File: config.mk
export PLATFORM = sky130hd
export DESIGN_NAME = hash_search_insert_linear_probe
export DESIGN_NICKNAME = d
export VERILOG_FILES = /design/src/sv/hsil_pkg.sv /design/src/sv/hsil_mod_unit.sv /design/src/sv/hsil_slot_mem.sv /design/src/sv/hash_search_insert_linear_probe.sv
export SDC_FILE = /design/constraint.sdc
export NUM_CORES = 1
export LEC_CHECK = 0
export BUFFER_PORTS_ARGS = -buffer_cell sky130_fd_sc_hd__buf_2
export CORE_ASPECT_RATIO = 1.5
export CORE_MARGIN = 2
export CORE_UTILIZATION = 60
export CTS_BUF_LIST = sky130_fd_sc_hd__clkbuf_4 sky130_fd_sc_hd__clkbuf_8 sky130_fd_sc_hd__clkbuf_16
export DETAILED_ROUTE_END_ITERATION = 7
export PLACE_DENSITY = 0.79
export SYNTH_ARGS = -nofsm -noshare
export SYNTH_HDL_FRONTEND = slang
export SYNTH_HIERARCHICAL = 1
export SYNTH_SLANG_ARGS = --single-unit
File: constraint.sdc
create_clock -name clk -period 7 [get_ports clk]
set_input_delay 0.35 -clock clk [delete_from_list [all_inputs] [get_ports clk]]
set_output_delay 0.35 -clock clk [all_outputs]
set_load 0.1 [all_outputs]
File: src/sv/hsil_pkg.sv
`default_nettype none

package hsil_pkg;

	localparam int KEY_W       = 31;
	localparam int SIZE_W      = 5;
	localparam int SLOT_W      = 4;
	localparam int CMP_W       = 5;
	localparam int STATUS_W    = 2;
	localparam int IN_TDATA_W  = 32;
	localparam int OUT_TDATA_W = 16;

	localparam int DEPTH_DEFAULT = 16;

	localparam logic [SIZE_W-1:0] SIZE_RESET = 5'd11;

	localparam logic [STATUS_W-1:0] STAT_FOUND    = 2'd0;
	localparam logic [STATUS_W-1:0] STAT_INSERTED = 2'd1;
	localparam logic [STATUS_W-1:0] STAT_FULL     = 2'd2;

	typedef enum logic [2:0] {
		ST_CLEAR,
		ST_IDLE,
		ST_DIV,
		ST_PROBE,
		ST_EMIT
	} state_t;

	typedef struct packed {
		logic              done;
		logic [SIZE_W-1:0] rem;
	} mod_res_t;

endpackage

`default_nettype wire

File: src/sv/hsil_mod_unit.sv
`default_nettype none

// Restoring remainder, one key bit per cycle, MSB first.
module hsil_mod_unit (
	input  wire logic                          clk,
	input  wire logic                          arst_n,
	input  wire logic                          start,
	input  wire logic [hsil_pkg::KEY_W-1:0]    dividend,
	input  wire logic [hsil_pkg::SIZE_W-1:0]   divisor,
	output hsil_pkg::mod_res_t                 res
);

	localparam int CNT_W = $clog2(hsil_pkg::KEY_W);
	localparam logic [CNT_W-1:0] CNT_LAST = CNT_W'(hsil_pkg::KEY_W - 1);

	logic                          busy_q;
	logic [CNT_W-1:0]              cnt_q;
	logic [hsil_pkg::KEY_W-1:0]    sh_q;
	logic [hsil_pkg::SIZE_W-1:0]   div_q;
	logic [hsil_pkg::SIZE_W-1:0]   rem_q;
	logic [hsil_pkg::SIZE_W:0]     trial;
	logic                          ge;
	logic [hsil_pkg::SIZE_W-1:0]   rem_next;

	always_comb begin
		trial    = {rem_q, sh_q[hsil_pkg::KEY_W-1]};
		ge       = trial >= {1'b0, div_q};
		// rem < divisor, so trial < 2*divisor and one subtract is enough
		rem_next = ge ? hsil_pkg::SIZE_W'(trial - {1'b0, div_q})
		              : trial[hsil_pkg::SIZE_W-1:0];
		res.done = busy_q && (cnt_q == CNT_LAST);
		res.rem  = rem_next;
	end

	always_ff @(posedge clk or negedge arst_n) begin
		if (!arst_n) begin
			busy_q <= 1'b0;
			cnt_q  <= '0;
		end else if (start) begin
			busy_q <= 1'b1;
			cnt_q  <= '0;
		end else if (busy_q) begin
			cnt_q <= cnt_q + CNT_W'(1);
			if (cnt_q == CNT_LAST)
				busy_q <= 1'b0;
		end
	end

	always_ff @(posedge clk) begin
		if (start) begin
			sh_q  <= dividend;
			div_q <= divisor;
			rem_q <= '0;
		end else if (busy_q) begin
			sh_q  <= {sh_q[hsil_pkg::KEY_W-2:0], 1'b0};
			rem_q <= rem_next;
		end
	end

endmodule

`default_nettype wire

File: src/sv/hsil_slot_mem.sv
`default_nettype none

// Slot store: one read port with registered data, one write port.
// After reset every entry is swept to zero, one per cycle.
module hsil_slot_mem #(
	parameter  int DEPTH = hsil_pkg::DEPTH_DEFAULT,
	localparam int AW    = $clog2(DEPTH)
) (
	input  wire logic                        clk,
	input  wire logic                        arst_n,
	input  wire logic [AW-1:0]               rd_addr,
	output logic      [hsil_pkg::KEY_W-1:0]  rd_data,
	input  wire logic                        wr_en,
	input  wire logic [AW-1:0]               wr_addr,
	input  wire logic [hsil_pkg::KEY_W-1:0]  wr_data,
	output logic                             clear_busy
);

	localparam logic [AW-1:0] LAST = AW'(DEPTH - 1);

	logic [hsil_pkg::KEY_W-1:0] mem [DEPTH];
	logic [AW-1:0]              clr_q;
	logic                       busy_q;

	assign clear_busy = busy_q;

	always_ff @(posedge clk or negedge arst_n) begin
		if (!arst_n) begin
			busy_q <= 1'b1;
			clr_q  <= '0;
		end else if (busy_q) begin
			clr_q <= clr_q + AW'(1);
			if (clr_q == LAST)
				busy_q <= 1'b0;
		end
	end

	always_ff @(posedge clk) begin
		if (busy_q)
			mem[clr_q] <= '0;
		else if (wr_en)
			mem[wr_addr] <= wr_data;
		rd_data <= mem[rd_addr];
	end

endmodule

`default_nettype wire

File: src/sv/hash_search_insert_linear_probe.sv
// Flow: an accepted key goes through the bit-serial remainder to find its home slot, then
//   probes one slot per cycle through the slot store's single read port until a hit, an empty
//   slot or a wrap back to home, so at most table size slots; a zero key skips both steps.
//   One item at a time: input is taken again only after the result is loaded for output.
// Reset: asynchronous, active low; the slot store is then swept to empty, with s_axis_tready
//   low until the sweep is done. table_size resets to 11.
`default_nettype none

module hash_search_insert_linear_probe #(
	parameter int TABLE_DEPTH = hsil_pkg::DEPTH_DEFAULT
) (
	input  wire logic                                 clk,
	input  wire logic                                 arst_n,
	input  wire logic                                 s_axis_tvalid,
	output logic                                      s_axis_tready,
	input  wire logic [hsil_pkg::IN_TDATA_W-1:0]      s_axis_tdata,  // [30:0] key
	output logic                                      m_axis_tvalid,
	input  wire logic                                 m_axis_tready,
	output logic      [hsil_pkg::OUT_TDATA_W-1:0]     m_axis_tdata,  // [1:0] status,
	                                                                 // [5:2] slot_index,
	                                                                 // [10:6] compares
	input  wire logic                                 cfg_wr_en,
	input  wire logic [hsil_pkg::SIZE_W-1:0]          cfg_wr_data    // table_size
);

	localparam int IDX_W = $clog2(TABLE_DEPTH);
	localparam int PW    = (IDX_W > hsil_pkg::SIZE_W) ? IDX_W : hsil_pkg::SIZE_W;
	localparam int RES_W = hsil_pkg::STATUS_W + hsil_pkg::SLOT_W + hsil_pkg::CMP_W;

	hsil_pkg::state_t state_q, state_d;

	logic [hsil_pkg::SIZE_W-1:0]   table_size_q;
	logic [hsil_pkg::SIZE_W-1:0]   eff_size;
	logic [hsil_pkg::KEY_W-1:0]    in_key;
	logic                          accept;
	logic                          mod_start;
	hsil_pkg::mod_res_t            mod_res;

	logic [hsil_pkg::KEY_W-1:0]    key_q;
	logic [hsil_pkg::SIZE_W-1:0]   size_q;
	logic [PW-1:0]                 idx_q;
	logic [PW-1:0]                 home_q;
	logic [hsil_pkg::CMP_W-1:0]    cmp_q;
	logic [hsil_pkg::STATUS_W-1:0] res_status_q;
	logic [hsil_pkg::SLOT_W-1:0]   res_slot_q;
	logic [hsil_pkg::CMP_W-1:0]    res_cmp_q;
	logic                          out_valid_q;
	logic [hsil_pkg::OUT_TDATA_W-1:0] out_data_q;

	logic [PW-1:0]                 rem_ext;
	logic [PW-1:0]                 idx_inc;
	logic [PW-1:0]                 next_idx;
	logic                          at_home;
	logic [hsil_pkg::CMP_W-1:0]    cmp_inc;
	logic                          hit;
	logic                          empty;
	logic                          wraps;
	logic                          probe_end;
	logic [hsil_pkg::STATUS_W-1:0] pr_status;
	logic [PW-1:0]                 pr_slot;
	logic [hsil_pkg::CMP_W-1:0]    pr_cmp;

	logic [PW-1:0]                 rd_addr;
	logic [hsil_pkg::KEY_W-1:0]    rd_data;
	logic                          wr_en;
	logic                          clear_busy;
	logic                          emit_load;

	assign in_key = s_axis_tdata[hsil_pkg::KEY_W-1:0];
	assign accept = s_axis_tvalid && s_axis_tready;

	always_comb begin
		if (table_size_q == '0)
			eff_size = hsil_pkg::SIZE_W'(1);
		else if (int'(table_size_q) > TABLE_DEPTH)
			eff_size = hsil_pkg::SIZE_W'(TABLE_DEPTH);
		else
			eff_size = table_size_q;
	end

	always_ff @(posedge clk or negedge arst_n) begin
		if (!arst_n)
			table_size_q <= hsil_pkg::SIZE_RESET;
		else if (cfg_wr_en)
			table_size_q <= cfg_wr_data;
	end

	hsil_mod_unit u_mod (
		.clk      (clk),
		.arst_n   (arst_n),
		.start    (mod_start),
		.dividend (in_key),
		.divisor  (eff_size),
		.res      (mod_res)
	);

	hsil_slot_mem #(
		.DEPTH (TABLE_DEPTH)
	) u_mem (
		.clk        (clk),
		.arst_n     (arst_n),
		.rd_addr    (rd_addr[IDX_W-1:0]),
		.rd_data    (rd_data),
		.wr_en      (wr_en),
		.wr_addr    (idx_q[IDX_W-1:0]),
		.wr_data    (key_q),
		.clear_busy (clear_busy)
	);

	// Probe step: rd_data holds the slot at idx_q, the next slot is read meanwhile.
	always_comb begin
		rem_ext   = PW'(mod_res.rem);
		idx_inc   = idx_q + PW'(1);
		next_idx  = (idx_inc == PW'(size_q)) ? '0 : idx_inc;
		at_home   = idx_q == home_q;
		cmp_inc   = at_home ? cmp_q : cmp_q + hsil_pkg::CMP_W'(1);
		hit       = rd_data == key_q;
		empty     = rd_data == '0;
		wraps     = next_idx == home_q;
		probe_end = hit || empty || wraps;
		if (empty) begin
			pr_status = hsil_pkg::STAT_INSERTED;
			pr_slot   = idx_q;
			pr_cmp    = cmp_q;
		end else if (hit) begin
			pr_status = hsil_pkg::STAT_FOUND;
			pr_slot   = idx_q;
			pr_cmp    = cmp_inc;
		end else begin
			pr_status = hsil_pkg::STAT_FULL;
			pr_slot   = home_q;
			pr_cmp    = cmp_inc;
		end
	end

	always_comb begin
		state_d = state_q;
		case (state_q)
			hsil_pkg::ST_CLEAR: begin
				if (!clear_busy)
					state_d = hsil_pkg::ST_IDLE;
			end
			hsil_pkg::ST_IDLE: begin
				if (accept)
					state_d = (in_key == '0) ? hsil_pkg::ST_EMIT : hsil_pkg::ST_DIV;
			end
			hsil_pkg::ST_DIV: begin
				if (mod_res.done)
					state_d = hsil_pkg::ST_PROBE;
			end
			hsil_pkg::ST_PROBE: begin
				if (probe_end)
					state_d = hsil_pkg::ST_EMIT;
			end
			hsil_pkg::ST_EMIT: begin
				if (!out_valid_q || m_axis_tready)
					state_d = hsil_pkg::ST_IDLE;
			end
			default: state_d = hsil_pkg::ST_CLEAR;
		endcase
	end

	always_comb begin
		s_axis_tready = 1'b0;
		mod_start     = 1'b0;
		rd_addr       = next_idx;
		wr_en         = 1'b0;
		emit_load     = 1'b0;
		case (state_q)
			hsil_pkg::ST_IDLE: begin
				s_axis_tready = 1'b1;
				mod_start     = s_axis_tvalid && (in_key != '0);
			end
			hsil_pkg::ST_DIV: begin
				rd_addr = rem_ext;
			end
			hsil_pkg::ST_PROBE: begin
				wr_en = empty;
			end
			hsil_pkg::ST_EMIT: begin
				emit_load = !out_valid_q || m_axis_tready;
			end
			default: ;
		endcase
	end

	always_ff @(posedge clk or negedge arst_n) begin
		if (!arst_n)
			state_q <= hsil_pkg::ST_CLEAR;
		else
			state_q <= state_d;
	end

	always_ff @(posedge clk) begin
		if (accept) begin
			key_q        <= in_key;
			size_q       <= eff_size;
			// zero key: rejected, these stand as the result
			res_status_q <= hsil_pkg::STAT_FULL;
			res_slot_q   <= '0;
			res_cmp_q    <= hsil_pkg::CMP_W'(1);
		end
		if (state_q == hsil_pkg::ST_DIV && mod_res.done) begin
			idx_q  <= rem_ext;
			home_q <= rem_ext;
			cmp_q  <= hsil_pkg::CMP_W'(1);
		end
		if (state_q == hsil_pkg::ST_PROBE) begin
			idx_q <= next_idx;
			cmp_q <= cmp_inc;
			if (probe_end) begin
				res_status_q <= pr_status;
				res_slot_q   <= pr_slot[hsil_pkg::SLOT_W-1:0];
				res_cmp_q    <= pr_cmp;
			end
		end
	end

	// Output register: holds a result while the next item is taken in.
	always_ff @(posedge clk or negedge arst_n) begin
		if (!arst_n)
			out_valid_q <= 1'b0;
		else if (emit_load)
			out_valid_q <= 1'b1;
		else if (m_axis_tready)
			out_valid_q <= 1'b0;
	end

	always_ff @(posedge clk) begin
		if (emit_load)
			out_data_q <= {(hsil_pkg::OUT_TDATA_W - RES_W)'(0), res_cmp_q, res_slot_q,
			               res_status_q};
	end

	assign m_axis_tvalid = out_valid_q;
	assign m_axis_tdata  = out_data_q;

endmodule

`default_nettype wire

==> metrics, run 1 <==
status finished, final reports clean; flops & latches, synth about 660; remaining antenna violation count 0; fin. max-slew vios 0; crit path launch type flop; die width approximately 170 µm; async set or reset register ratio after synthesis roughly 3.0%; post-synthesis sequential area ratio ~75%; RSZ-0062 raised after global routing no; Worst Setup End Kind flop; vias per cell 6.40; max_slew headroom between 20% and 30%; crit share post-route 62.0%; post-cts resize count 0; Layout Skew between 0.015 and 0.02 ns; core box area 0.0427 mm²; Synth Area in Adders 0.561%; mux contribution to synthesized area around an eighth; Max Freq ~230 MHz; reg2reg setup slack about 2.7 ns; Filler cells ~2600; CTS root buf clkbuf_16; Worst VDD drop 0.648 mV; first-pass GRT wire length 82.4 mm; antenna cells 0; Worst Hold Slack ~0.017 ns; Worst-path clk slew ~0.070 ns; Post-synth EDFFs 594; routed len/inst 26.6 µm; Worst Tran Pin Value 1.11 ns; drt first-iter violations about 1400; reg2reg path depth 7; Hold Fails Final Rpt 0; port bufs 53; worst hold path depth 1; P_leak slightly below 9 nW; TritonCTS buffer count 57; share of post-route cells with drive strength above 1 between 20% and 30%; DIE HEIGHT ~260 µm; RD Place Congestion around 0.82; min Tclk post-route between 4 and 5 ns; critical path peak fanout 20; most frequent cells in the layout 594 x edfxtp_1, 124 x mux4_2, 72 x nand2_1, 67 x a22oi_1, 59 x clkbuf_16; Simple-Gate Fraction of Synth Area 4.66%; synthesized instance count 1350; hold-fix buffer count after cts 28; ys flop type edfxtp_1; initial antenna violation count 0; DP HPWL roughly 30 mm; commonest non-fill, non-tap cell in the layout edfxtp_1; setup_tns 0 ns; vias in the first global route about 13000; HP Class in -> reg; maxcap violations 0; Synth Area in XOR/XNOR under 10%; CTS tree built; Distinct cells, synth 67; row count 93; count of final setup violators 0; Post-Syn Area per Cell around 19 µm²; clock latency on the worst-skew pair approximately 0.6 ns; clock buffer depth 3; final WL 55.1 mm; largest net degree at the start of global routing 125; nets about 1500; Yosys top cell area share 68.9%; largest family of logic cells by synthesized area multiplexers; # IOs 60; ranking of synthesized cells by area edfxtp_1 69%, mux4_2 11%, dfxtp_1 3.6%, a22oi_1 1.9%, mux2_2 1.6%; Post-Syn Area between 0.02 and 0.03 mm²; Total Power ~0.013 W; Area after DPL approximately 0.027 mm²; Total GRT Usage roughly a quarter; die area 0.0448 mm²; H-tree Lvls 2; Synth Area in Compound Gates about 3.7%; drt pass-1 iters 5; top cell type by total area after synthesis edfxtp_1; Worst EP required slightly above 7 ns; Layout area overhead 12.7%; final global-route overflow total 0; DRC viols 0; Starting Density roughly 61%; Arr. time, crit path 4.60 ns; kind of critical path reg -> reg; Pwr Density roughly 440 mW/mm²; Vias about 13000; Post-CTS Repair Setup Buffers 0; Syn. warnings 6; Final Instance Area between 0.02 and 0.03 mm²; clk sink count approximately 660
## cell families (layout without fill, tap and decap cells)
group / count (synthesis) / after routing
mux: 166 / 166
simple gates: 240 / 240
compound gates: 126 / 126
buf+inv: 80 / 231
flops: 661 / 661
fa+ha+maj: 11 / 11
other cells: 1 / 5
xor+xnor: 65 / 65
## where the power goes
| part | switching (W) | total, W | internal, W | leakage [nW] |
|---|---|---|---|---|
| sequential | 0.000221 | 0.00489 | 0.00467 | 5.35 |
| combinational | 0.00271 | 0.00479 | 0.00208 | 2.44 |
| clock | 0.00140 | 0.00320 | 0.00180 | 0.971 |
## flip-flops by register name (all words and copies together) (netlist names), 11 cells and up
signal         cells
u_mem/mem        496
key_q             31
u_mem/rd_data     31
m_axis_tdata      11
u_mod/sh_q        31
## Yosys cell counts, drive strengths merged (3+ instances only)
| cell type | n |
|---|---|
| a21o | 3 |
| a21oi | 10 |
| a22oi | 67 |
| a31oi | 7 |
| and2 | 33 |
| and3 | 3 |
| buf | 33 |
| clkbuf | 30 |
| dfrtp | 16 |
| dfstp | 4 |
| dfxtp | 47 |
| edfxtp | 594 |
| ha | 10 |
| inv | 17 |
| mux2 | 40 |
| mux4 | 124 |
| nand2 | 72 |
| nand3 | 10 |
| nand4 | 17 |
| nor2 | 54 |
| nor2b | 12 |
| nor3 | 7 |
| nor4 | 16 |
| o21ai | 17 |
| o31ai | 5 |
| xnor2 | 39 |
| xor2 | 25 |
## metrics by stage
| stage | utilization [%] | setup slack [ns] | instances |
|---|---|---|---|
| after global placement | 63.0 | 2.93 | 1940 |
| after floorplan | - | 1.52 | 1354 |
| final | 68.3 | 2.66 | 2075 |
| after detailed placement | 63.0 | 2.66 | 1940 |
| after global routing | 68.3 | 2.40 | 2075 |
| after CTS | 68.2 | 2.68 | 2074 |
## critical path, stage by stage, from the launching register on
cell     delay, ns
dfrtp_1       0.46
inv_1         0.15
nand3_1       0.60
nor3_1        1.02
nor4b_1       0.41
a31oi_1       0.27
nor2_4        0.58
buf_4         0.48
## cell type report
class	count	area [µm²]	share of cell area, %
clock buffers	79	1680	5.75
inverters	17	63.8	0.219
multi-input cells	613	6370	21.8
repair buffers	108	776	2.66
clock inverters	27	268	0.919
well taps	570	713	2.45
flip-flops and latches	661	19300	66.2
## worst paths after layout
check / endpoint / startpoint
setup / recovery: u_mem/mem[12][26] / state_q[2]
hold / removal: key_q[8] / s_axis_tdata[8]
setup reg to reg: u_mem/mem[12][26] / state_q[2]
hold reg to reg: m_axis_tdata[4] / res_slot_q[2]
max in group asynchronous: table_size_q[1] / arst_n
min in group asynchronous: u_mem/clr_q[0] / arst_n
## metal layers
metal | up-vias | share of wire, % | track usage [%]
li1 | 5610 | - | -
met1 | 6871 | 36 | 32.8
met2 | 651 | 51 | 42.5
met3 | 147 | 8.6 | 3.43
met4 | 0 | 4.1 | 10.3
met5 | - | 0 | 0
No activity file was read; power rests on OpenSTA's default activity.
==> run 2: changes to the inputs <==
ABC_AREA = 1   (was default)
clock period = 4.2 ns   (was 7 ns; I/O delays follow)
==> run 2 against run 1 <==
Effect of this change: clock power up 61%; first-iteration DRC count up 69%; global-route usage up 3.5 points; total power up 100%; critical path type unchanged; flip-flop and latch count unchanged; sequential share of layout area down 6.9 points; via count up 53%; sequential power up 70%; utilization about the same; the flow now finishes with violations (DRC); maximum frequency up 22%; count of clock-buffer cells in the layout down 5; non-clock buffer count up 73.
==> metrics, run 2 <==
nets ~3000; worst hold path depth 3; remaining antenna violation count 0; CP max stage cell nor2_4; clk sink count between 600 and 700; crit share post-route 84.6%; crit path launch type flop; drt first-iter violations 2388; DP HPWL 41.7 mm; post-synthesis sequential area ratio about two thirds; Worst Tran Pin Value 1.03 ns; stages on the worst setup path 13; clock buffer depth 3; Post-synth EDFFs approximately 590; die width around 180 µm; vias per cell between 5 and 6; top cell type by total area after synthesis edfxtp_1; CP max stage delay approximately 0.43 ns; TritonCTS buffer count 53; RD Place Congestion 0.914; Vias just over 20000; Max Freq 281 MHz; commonest non-fill, non-tap cell in the layout nand2_1; P_leak approximately 14 nW; max_slew headroom 31.2%; Distinct cells, synth 53; commonest cells in the netlist 883 x nand2_1, 594 x edfxtp_1, 485 x inv_1; Worst Setup End Kind flop; H-tree Lvls 2; clock latency on the worst-skew pair ~0.60 ns; final WL roughly 70 mm; Post-CTS Repair Setup Buffers 0; synthesized instance count around 2800; kind of critical path reg -> reg; Post-Syn Area about 0.029 mm²; count of final setup violators 0; Starting Density a little over 60%; vias in the first global route approximately 20000; Worst-path clk slew approximately 0.070 ns; reg2reg path depth 13; DIE HEIGHT roughly 270 µm; Syn. warnings 6; failing checks DRC; HP Class in -> reg; RSZ-0062 raised after global routing no; DRC viols 1; Total GRT Usage 28.4%; status finished with violations; CTS tree built; Filler cells about 3100; Hold Fails Final Rpt 0; routed len/inst 19.6 µm; CP Cell Sequence nor4_1 -> nand4_1 -> nor2_1 -> buf_4 -> inv_1 -> nor2_1 -> nand2_2 -> nand2_1 -> o21ai_1 -> inv_1 -> nand3_2 -> nor2_4 -> buf_12; ys flop type edfxtp_1; share of post-route cells with drive strength above 1 around a tenth; CTS root buf clkbuf_16; Worst EP required between 4 and 5 ns; min Tclk post-route about 3.6 ns; most frequent cells in the layout 883 x nand2_1, 594 x edfxtp_1, 484 x inv_1, 399 x nand3_1, 68 x nor2_1; initial antenna violation count 0; drt pass-1 iters 8; Pwr Density around 790 mW/mm²; port bufs 53; Arr. time, crit path between 3 and 4 ns; flops & latches, synth about 660; reg2reg setup slack 0.65 ns; max reg flops 496; delay-heaviest family, CP simple AND/OR/NAND/NOR gates; Final Util 68.2%; Buf/Inv on CP 4; most frequent cell after synthesis nand2_1; critical path peak fanout 14; Yosys top cell area share between 60% and 70%; Layout area overhead 12.2%; # IOs 60; Post-Syn Area per Cell slightly above 10 µm²; die area ~0.05 mm²; first-pass GRT wire length between 100 and 150 mm; fin. max-slew vios 0; core box area approximately 0.048 mm²; async set or reset register ratio after synthesis 3.03%; largest net degree at the start of global routing ~130; antenna cells 0; Layout Skew 0.0154 ns; ranking of synthesized cells by area edfxtp_1 62%, nand2_1 11%, nand3_1 6.9%, inv_1 6.3%, dfxtp_1 3.2%; maxcap violations 0; row count between 90 and 100; Reg with most FFs u_mem/mem; Worst VDD drop 0.841 mV; final global-route overflow total 0; setup_tns 0 ns
==> run 2: cell count changes after synthesis, moves of 26 or more <==
cell	previous run	this run
and2_1	33	5
mux4_2	124	0
a22oi_1	67	0
xnor2_1	39	13
inv_1	17	485
mux2_2	36	1
nand3_1	8	399
nand2_1	72	883
nor2_1	54	86
==> run 2: metrics by stage <==
stage	std cells	area (µm²)	hold WS (ns)	total power (W)	setup slack, ns
2_1_floorplan	2831	29000	-0.0856	0.0174	0.103
3_3_place_gp	3443	30200	0.196	0.0199	0.751
3_5_place_dp	3443	30200	0.207	0.0203	0.695
4_1_cts	3590	32500	0.0178	0.0256	0.669
5_1_grt	3590	32500	0.0531	0.0272	0.481
6_report	3590	32500	0.0308	0.0257	0.646
==> run 2: worst paths after layout <==
path | start | end
setup / recovery | u_mem/rd_data[5] | u_mem/mem[11][17]
hold / removal | s_axis_tvalid | state_q[1]
setup reg to reg | u_mem/rd_data[5] | u_mem/mem[11][17]
hold reg to reg | res_cmp_q[4] | m_axis_tdata[10]
max in group asynchronous | arst_n | u_mem/clear_busy
min in group asynchronous | arst_n | u_mod/busy_q
==> run 2: cell families (layout without fill, tap and decap cells) <==
logic type | count (synthesis) | in the layout | share of synthesized area [%]
buffers and inverters | 615 | 774 | 9.18
XOR/XNOR | 41 | 41 | 1.30
multiplexers | 1 | 1 | 0.0388
AO/OA/AOI/OAI | 47 | 47 | 0.967
AND/OR/NAND/NOR | 1450 | 1450 | 21.5
adder cells (fa/ha/maj) | 11 | 11 | 0.501
other | 1 | 5 | 0.0129
flip-flops | 661 | 661 | 66.5
==> run 2: worst min-delay path, cell delays in order <==
cell	delay [ns]
buf_2	0.09
o21ai_0	0.10
o221ai_1	0.18
==> run 2: cell type report <==
class                      count  area [µm²]  area share (%)
multi-input combinational   1555        7250            22.3
sequential                   661       19300            59.3
inverter                     493        1860            5.72
tap                          600         751            2.31
clock inverter                26         289           0.888
clock buffer                  74        1530            4.71
timing repair buffer         181        1570            4.82
==> run 2: power by group <==
group	switching, W	internal [W]
sequential	0.000450	0.00785
clock	0.00226	0.00289
combinational	0.00864	0.00365
==> run 2: what timing repair did <==
action	in CTS	in global routing
hold endpoints to repair	88	0
hold buffers	47	0
resized for setup	0	0
==> run 2: layer usage <==
layer  wire length, µm  vias to the layer above  global-route usage, %
met5                 0                        -                      0
met4              3660                        0                   14.3
met3              5590                      245                   3.46
met2             36300                     1122                   50.8
met1             24900                     9617                   33.8
li1                  -                     9323                      -
